**config.mk**
```make
export PLATFORM = sky130hd
export DESIGN_NAME = base64_stream_codec_core_flat
export DESIGN_NICKNAME = d
export VERILOG_FILES = /design/src/rtl/core/b64c_pkg.sv /design/src/rtl/core/b64c_in_if.sv /design/src/rtl/core/b64c_out_if.sv /design/src/rtl/core/b64c_step.sv /design/src/rtl/core/base64_stream_codec_core.sv /design/src/flat_wrapper.sv
export SDC_FILE = /design/constraint.sdc
export NUM_CORES = 1
export LEC_CHECK = 0
export BUFFER_PORTS_ARGS = -buffer_cell sky130_fd_sc_hd__buf_4
export CORE_ASPECT_RATIO = 1.2
export CORE_MARGIN = 2
export CORE_UTILIZATION = 40
export CTS_CLUSTER_SIZE = 8
export DETAILED_ROUTE_END_ITERATION = 6
export PLACE_DENSITY = 0.64
export SETUP_SLACK_MARGIN = 0.05
export SLEW_MARGIN = 30
export SYNTH_ARGS = -nofsm -noshare
export SYNTH_HDL_FRONTEND = slang
export SYNTH_HIERARCHICAL = 1
export SYNTH_SLANG_ARGS = --single-unit
```
**constraint.sdc**
```tcl
create_clock -name clk_i -period 4.1 [get_ports clk_i]
set_clock_uncertainty 0.15 [all_clocks]
set_input_delay 0.41 -clock clk_i [delete_from_list [all_inputs] [get_ports clk_i]]
set_output_delay 0.41 -clock clk_i [all_outputs]
set_load 0.05 [all_outputs]
```
**src/rtl/core/b64c_pkg.sv**
```systemverilog
package b64c_pkg;

  localparam int unsigned MaxResults = 4;

  // Character classes seen while decoding, beyond the 64 alphabet values.
  localparam logic [6:0] CodePad = 7'd64;
  localparam logic [6:0] CodeBad = 7'd65;

  localparam logic [7:0] PadChar = 8'h3D;

  typedef struct packed {
    logic [1:0] phase;
    logic [5:0] carry;
  } state_t;

  typedef struct packed {
    logic [2:0]                 count;
    logic [MaxResults-1:0][7:0] bytes;
  } burst_t;

  function automatic logic [7:0] sextet_char(input logic [5:0] v);
    logic [7:0] c;
    if (v < 6'd26) begin
      c = 8'h41 + {2'b00, v};
    end else if (v < 6'd52) begin
      c = 8'h61 + {2'b00, v} - 8'd26;
    end else if (v < 6'd62) begin
      c = 8'h30 + {2'b00, v} - 8'd52;
    end else if (v == 6'd62) begin
      c = 8'h2B;
    end else begin
      c = 8'h2F;
    end
    return c;
  endfunction

  function automatic logic [6:0] char_value(input logic [7:0] c);
    logic [6:0] v;
    if (c inside {[8'h41:8'h5A]}) begin
      v = 7'(c - 8'h41);
    end else if (c inside {[8'h61:8'h7A]}) begin
      v = 7'(c - 8'h61 + 8'd26);
    end else if (c inside {[8'h30:8'h39]}) begin
      v = 7'(c - 8'h30 + 8'd52);
    end else if (c == 8'h2B) begin
      v = 7'd62;
    end else if (c == 8'h2F) begin
      v = 7'd63;
    end else if (c == PadChar) begin
      v = CodePad;
    end else begin
      v = CodeBad;
    end
    return v;
  endfunction

endpackage

```
**src/rtl/core/b64c_in_if.sv**
```systemverilog
interface b64c_in_if;
  logic       valid;
  logic       ready;
  logic [7:0] data_byte;
  logic       byte_present;
  logic       end_of_message;

  modport source (output valid, data_byte, byte_present, end_of_message, input ready);
  modport sink (input valid, data_byte, byte_present, end_of_message, output ready);
endinterface

```
**src/rtl/core/b64c_out_if.sv**
```systemverilog
interface b64c_out_if;
  logic       valid;
  logic       ready;
  logic [7:0] out_byte;
  logic       last_of_run;

  modport source (output valid, out_byte, last_of_run, input ready);
  modport sink (input valid, out_byte, last_of_run, output ready);
endinterface

```
**src/rtl/core/b64c_step.sv**
```systemverilog
module b64c_step (
  input  b64c_pkg::state_t state_i,
  input  logic             decode_mode_i,
  input  logic [7:0]       data_byte_i,
  input  logic             byte_present_i,
  input  logic             end_of_message_i,
  output b64c_pkg::state_t state_o,
  output b64c_pkg::burst_t burst_o
);

  logic [1:0]  phase;
  logic [5:0]  carry;
  logic [2:0]  n;
  logic [b64c_pkg::MaxResults-1:0][7:0] bytes;
  logic [11:0] enc_acc;
  logic [11:0] dec_acc;
  logic [6:0]  code;

  always_comb begin
    phase   = state_i.phase;
    carry   = state_i.carry;
    n       = 3'd0;
    bytes   = '0;
    enc_acc = '0;
    dec_acc = '0;
    code    = b64c_pkg::char_value(data_byte_i);

    if (byte_present_i && !decode_mode_i) begin
      // A group left in the fourth phase by a mode change starts over.
      if (phase == 2'd3) begin
        phase = 2'd0;
        carry = '0;
      end
      enc_acc = {carry[3:0], data_byte_i};
      case (phase)
        2'd0: begin
          bytes[n[1:0]] = b64c_pkg::sextet_char(enc_acc[7:2]);
          n     = n + 3'd1;
          carry = {4'b0, enc_acc[1:0]};
          phase = 2'd1;
        end
        2'd1: begin
          bytes[n[1:0]] = b64c_pkg::sextet_char(enc_acc[9:4]);
          n     = n + 3'd1;
          carry = {2'b0, enc_acc[3:0]};
          phase = 2'd2;
        end
        default: begin
          bytes[n[1:0]] = b64c_pkg::sextet_char(enc_acc[11:6]);
          n = n + 3'd1;
          bytes[n[1:0]] = b64c_pkg::sextet_char(enc_acc[5:0]);
          n     = n + 3'd1;
          carry = '0;
          phase = 2'd0;
        end
      endcase
    end else if (byte_present_i && decode_mode_i) begin
      dec_acc = {carry, code[5:0]};
      if (code == b64c_pkg::CodePad) begin
        phase = 2'd0;
        carry = '0;
      end else if (code != b64c_pkg::CodeBad) begin
        case (phase)
          2'd0: begin
            carry = code[5:0];
            phase = 2'd1;
          end
          2'd1: begin
            bytes[n[1:0]] = dec_acc[11:4];
            n     = n + 3'd1;
            carry = {2'b0, dec_acc[3:0]};
            phase = 2'd2;
          end
          2'd2: begin
            bytes[n[1:0]] = dec_acc[9:2];
            n     = n + 3'd1;
            carry = {4'b0, dec_acc[1:0]};
            phase = 2'd3;
          end
          default: begin
            bytes[n[1:0]] = dec_acc[7:0];
            n     = n + 3'd1;
            carry = '0;
            phase = 2'd0;
          end
        endcase
      end
    end

    if (end_of_message_i) begin
      if (!decode_mode_i && phase == 2'd2) begin
        bytes[n[1:0]] = b64c_pkg::sextet_char({carry[3:0], 2'b00});
        n = n + 3'd1;
        bytes[n[1:0]] = b64c_pkg::PadChar;
        n = n + 3'd1;
      end else if (!decode_mode_i && phase == 2'd1) begin
        bytes[n[1:0]] = b64c_pkg::sextet_char({carry[1:0], 4'b0000});
        n = n + 3'd1;
        bytes[n[1:0]] = b64c_pkg::PadChar;
        n = n + 3'd1;
        bytes[n[1:0]] = b64c_pkg::PadChar;
        n = n + 3'd1;
      end else if (decode_mode_i && phase == 2'd1) begin
        bytes[n[1:0]] = {carry, 2'b00};
        n = n + 3'd1;
      end
      phase = 2'd0;
      carry = '0;
    end

    state_o.phase = phase;
    state_o.carry = carry;
    burst_o.count = n;
    burst_o.bytes = bytes;
  end

endmodule

```
**src/rtl/core/base64_stream_codec_core.sv**
```systemverilog
// Channel  Dir  Payload                                       Transfer
// in_i     in   data_byte, byte_present, end_of_message       valid & ready
// out_o    out  out_byte, last_of_run                         valid & ready
// cfg      in   decode_mode_i                                 decode_mode_we_i
//
// An item is processed in the cycle it is taken; its zero to four results
// are held in a burst register and leave one per cycle while the output is
// ready: one or two for a byte when encoding, up to four when a flush comes
// with it.
// The next item is taken in the same cycle as the last result of a burst.
// Reset clears the mode, the group state and the burst state.
// A stalled output holds its result, and input waits until the last result
// of the pending burst is taken.
module base64_stream_codec_core (
  input  logic             clk_i,
  input  logic             rst_ni,
  input  logic             decode_mode_we_i,
  input  logic             decode_mode_i,
  b64c_in_if.sink          in_i,
  b64c_out_if.source       out_o
);

  logic                  decode_mode_q;
  b64c_pkg::state_t      state_q, state_d;
  b64c_pkg::burst_t      step_burst;
  logic                  busy_q;
  logic [2:0]            cnt_q;
  logic [1:0]            idx_q;
  logic [b64c_pkg::MaxResults-1:0][7:0] bytes_q;
  logic                  last_res;
  logic                  in_xfer;
  logic                  out_xfer;

  b64c_step u_step (
    .state_i         (state_q),
    .decode_mode_i   (decode_mode_q),
    .data_byte_i     (in_i.data_byte),
    .byte_present_i  (in_i.byte_present),
    .end_of_message_i(in_i.end_of_message),
    .state_o         (state_d),
    .burst_o         (step_burst)
  );

  assign last_res = ({1'b0, idx_q} == cnt_q - 3'd1);
  assign out_xfer = out_o.valid && out_o.ready;
  assign in_i.ready = !busy_q || (out_o.ready && last_res);
  assign in_xfer = in_i.valid && in_i.ready;

  assign out_o.valid       = busy_q;
  assign out_o.out_byte    = bytes_q[idx_q];
  assign out_o.last_of_run = last_res;

  always_ff @(posedge clk_i or negedge rst_ni) begin
    if (!rst_ni) begin
      decode_mode_q <= 1'b0;
    end else if (decode_mode_we_i) begin
      decode_mode_q <= decode_mode_i;
    end
  end

  always_ff @(posedge clk_i or negedge rst_ni) begin
    if (!rst_ni) begin
      state_q <= '0;
      busy_q  <= 1'b0;
      cnt_q   <= '0;
      idx_q   <= '0;
    end else if (in_xfer) begin
      state_q <= state_d;
      busy_q  <= (step_burst.count != 3'd0);
      cnt_q   <= step_burst.count;
      idx_q   <= '0;
    end else if (out_xfer) begin
      if (last_res) begin
        busy_q <= 1'b0;
      end else begin
        idx_q <= idx_q + 2'd1;
      end
    end
  end

  always_ff @(posedge clk_i) begin
    if (in_xfer) begin
      bytes_q <= step_burst.bytes;
    end
  end

endmodule

```
**src/flat_wrapper.sv**
```systemverilog
// flat-port wrapper written by rule: the top's interface ports become plain ports
module base64_stream_codec_core_flat 
  (clk_i, rst_ni, decode_mode_we_i, decode_mode_i, in_i_valid, in_i_data_byte, in_i_byte_present, in_i_end_of_message, in_i_ready, out_o_valid, out_o_out_byte, out_o_last_of_run, out_o_ready);
  b64c_in_if in_i_i ();
  b64c_out_if out_o_i ();
  input  logic clk_i;
  input  logic rst_ni;
  input  logic decode_mode_we_i;
  input  logic decode_mode_i;
  input wire logic [$bits(in_i_i.valid)-1:0] in_i_valid;
  input wire logic [$bits(in_i_i.data_byte)-1:0] in_i_data_byte;
  input wire logic [$bits(in_i_i.byte_present)-1:0] in_i_byte_present;
  input wire logic [$bits(in_i_i.end_of_message)-1:0] in_i_end_of_message;
  output wire logic [$bits(in_i_i.ready)-1:0] in_i_ready;
  output wire logic [$bits(out_o_i.valid)-1:0] out_o_valid;
  output wire logic [$bits(out_o_i.out_byte)-1:0] out_o_out_byte;
  output wire logic [$bits(out_o_i.last_of_run)-1:0] out_o_last_of_run;
  input wire logic [$bits(out_o_i.ready)-1:0] out_o_ready;
  assign in_i_i.valid = in_i_valid;
  assign in_i_i.data_byte = in_i_data_byte;
  assign in_i_i.byte_present = in_i_byte_present;
  assign in_i_i.end_of_message = in_i_end_of_message;
  assign in_i_ready = in_i_i.ready;
  assign out_o_valid = out_o_i.valid;
  assign out_o_out_byte = out_o_i.out_byte;
  assign out_o_last_of_run = out_o_i.last_of_run;
  assign out_o_i.ready = out_o_ready;
  base64_stream_codec_core u_core (.clk_i(clk_i), .rst_ni(rst_ni), .decode_mode_we_i(decode_mode_we_i), .decode_mode_i(decode_mode_i), .in_i(in_i_i), .out_o(out_o_i));
endmodule
```
==> run metrics <==
status finished clean; Post-DP Area ~0.0079 mm^2; Int Power roughly 2.1 mW; CP required about 4 ns; Synthesis Warnings 6; unrepaired setup endpoints after global routing true; worst slew pin tran roughly 0.72 ns; register area share after synthesis a little over a fifth; FF/Latch Area ~0.0013 mm^2; first-pass GRT wire length between 30000 and 40000 um; Synth top area share between 10% and 20%; antenna violations before repair 0; VDD IR max ~0.22 mV; htree depth 2; vias per std cell 6.20; post-layout net count between 900 and 1000; routability cong. roughly 1; most frequent cells in the layout buf_4 (207), nand2_1 (67), a21oi_1 (60); grt ovf 0; starting DRC count in detailed routing between 600 and 700; reg2reg start u_core/state_q[6]$_DFFE_PN0P_; area of the multi-input gates between 0.004 and 0.005 mm^2; layout cell share with drive strength beyond 1 roughly 37%; leakage power about 3.6 nW; Clock Sinks 47; Post-Syn Area 0.00609 mm^2; Worst Setup SP in_i_data_byte[2]; Comb power frac a little over two thirds; clock buffer depth 2; setup violators final 0; asr flop ratio synth around a third; Fin. Hold Viols 0; largest net degree at the start of global routing 33; WL/cell around 21 um; Die Y about 140 um; root buffer cell clkbuf_16; startpoint types input port; post-layout util 57.4%; Worst Setup Path Type input port to flop; EDFF count, synth 32; # port buffers 26; routed wire length approximately 24000 um; CP Capture Type flop; worst-skew pair later-pin latency between 0.2 and 0.3 ns; FF+latch count, synth 47; Switching Fraction between 40 and 50%; CTS tree built; io pins 27; ys flop type edfxtp_1; sequential power share 19.4%; most area-consuming cells after synthesis edfxtp_1 (16%), ha_1 (7.2%), dfrtp_1 (6.2%); maximum clock rate approximately 250 MHz; DR DRC count 0; row count 49; NetSw between 1.5 and 2 mW; Post-Syn Instances just under 800; post-route ant nets 0; worst hold-check path type input port to flop; min Tclk post-route 4.02 ns; proportion of power drawn by the clock network a little over a tenth; Arrival @ worst endpoint between 3 and 4 ns; CTS Buf Count 5; Power Density between 400 and 500 mW/mm^2; Clk pin slew, worst setup/hold paths roughly 0.060 ns; GRT Total Usage 29.0%; Die Span X about 120 um; Layout fillers 1424; CP max FO 4; Area Overhead vs Synth 40.9%; Yosys top cell by area edfxtp_1; die area 0.0162 mm^2; ant diodes 0; DP HPWL between 15000 and 20000 um; Hold WS about 0.21 ns; core area about 0.015 mm^2; Tot Pwr ~3.9 mW; Initial Util between 40% and 50%; 1st-pass router iterations 6; worst slack, placed -0.523 ns; internal reg-to-reg setup slack ~0.17 ns; Max-slew headroom about half; # Max-Cap Violations 0; Final WS setup around 0.080 ns; Setup crit end u_core/bytes_q[3]$_DFFE_PP_; Final period util around 100%; Slew Viols, Final 0; commonest non-fill, non-tap cell in the layout buf_4; Avg Inst Size Synth around 7.9 um^2; Reg2Reg Depth 16; DR vias 7107; vias in the first global route about 7000; design area 0.00858 mm^2; Reg-to-Reg End u_core/bytes_q[2]$_DFFE_PP_; unique cell type count in the Yosys netlist 92
-- final cells by class --
cell class | instances | share of cell area [%]
multi-input cells | 625 | 56.6
repair buffers | 224 | 21.0
flip-flops and latches | 47 | 15.6
well taps | 204 | 2.97
inverters | 38 | 2.11
clock buffers | 7 | 1.66
clock inverters | 1 | 0.102
-- synthesized netlist by cell type (8+ instances only) --
cell type,number
a211oi_1,12
inv_1,35
a31oi_1,19
ha_1,35
nand3_1,30
dfrtp_1,15
and3_1,21
nor3_1,32
nor2b_1,11
clkbuf_1,38
buf_2,8
o21ai_0,40
nand2b_1,11
o211ai_1,15
nor2_1,53
o22ai_1,10
edfxtp_1,32
a21oi_1,63
xnor2_1,15
o21a_1,11
mux2_4,9
nand2_1,68
-- per-stage QoR --
step,setup TNS [ns],std cells
after floorplan,-0.0490,770
after global placement,-9.88,1118
after detailed placement,-10.61,1118
after CTS,0,1133
after global routing,-0.160,1146
final,0,1146
-- worst max-delay path, stage by stage --
cell	delay (ns)
buf_12	0.10
clkinv_8	0.05
ha_4	0.17
buf_6	0.11
buf_6	0.11
nor2b_4	0.13
o211ai_1	0.30
a31oi_2	0.20
a2111oi_4	0.38
a211oi_2	0.11
nand3b_4	0.22
buf_6	0.16
nor2_4	0.09
buf_4	0.15
nor2_1	0.06
a221oi_1	0.35
buf_4	0.20
nand2_1	0.06
and3_1	0.21
a221o_1	0.32
-- sequential cells by signal (all words and copies together), names as in the netlist --
register,cells
u_core/bytes_q,32
u_core/state_q,8
u_core/cnt_q,3
u_core/idx_q,2
u_core/decode_mode_q,1
u_core/out_o.valid,1
-- cells by family (layout without fill, tap and decap cells) --
family | count (synthesis) | after routing | synth area share [%]
other | 1 | 2 | 0.0616
multiplexers | 24 | 24 | 6.47
adder cells (fa/ha/maj) | 35 | 35 | 7.19
AND/OR/NAND/NOR | 278 | 278 | 23.4
buffers and inverters | 98 | 270 | 6.88
flip-flops | 47 | 47 | 21.9
AO/OA/AOI/OAI | 267 | 267 | 31.3
XOR/XNOR | 19 | 19 | 2.73
-- power by group through the flow --
stage                     Clock [mW]  Combinational (mW)  Sequential (mW)
final                          0.411                2.75            0.761
after global routing           0.436                2.92            0.776
after CTS                      0.419                2.58            0.764
after detailed placement           0                2.52            0.771
after global placement             0                2.49            0.767
after floorplan                    0                1.62            0.744
-- repair_timing --
item,in CTS,in global routing
hold buffers,1,0
hold endpoints to repair,15,0
setup buffers,7,14
resized for setup,28,49
setup endpoints to repair,22,22
pin swaps,21,44
-- how the worst min path moves through the flow --
| stage | startpoint | endpoint | slack, ns | depth (start not counted) |
|---|---|---|---|---|
| after global placement | rst_ni | u_core/decode_mode_q$_DFFE_PN0P_ | 0.12 | 1 |
| after CTS | decode_mode_i | u_core/decode_mode_q$_DFFE_PN0P_ | 0.20 | 2 |
| after global routing | decode_mode_i | u_core/decode_mode_q$_DFFE_PN0P_ | 0.20 | 2 |
| after floorplan | rst_ni | u_core/cnt_q[0]$_DFFE_PN0P_ | -0.04 | 0 |
| final | decode_mode_i | u_core/decode_mode_q$_DFFE_PN0P_ | 0.21 | 2 |
| after detailed placement | rst_ni | u_core/state_q[2]$_DFFE_PN0P_ | 0.12 | 1 |
-- per-layer routing --
metal / up-vias / part of all wire [%] / track usage, %
met2: 346 / 51 / 53.0
met1: 3371 / 37 / 33.1
met4: 0 / 6.2 / 14.7
met3: 98 / 5.3 / 2.32
li1: 3292 / - / -
met5: - / 0 / 0
(Power assumes the default switching activity.)
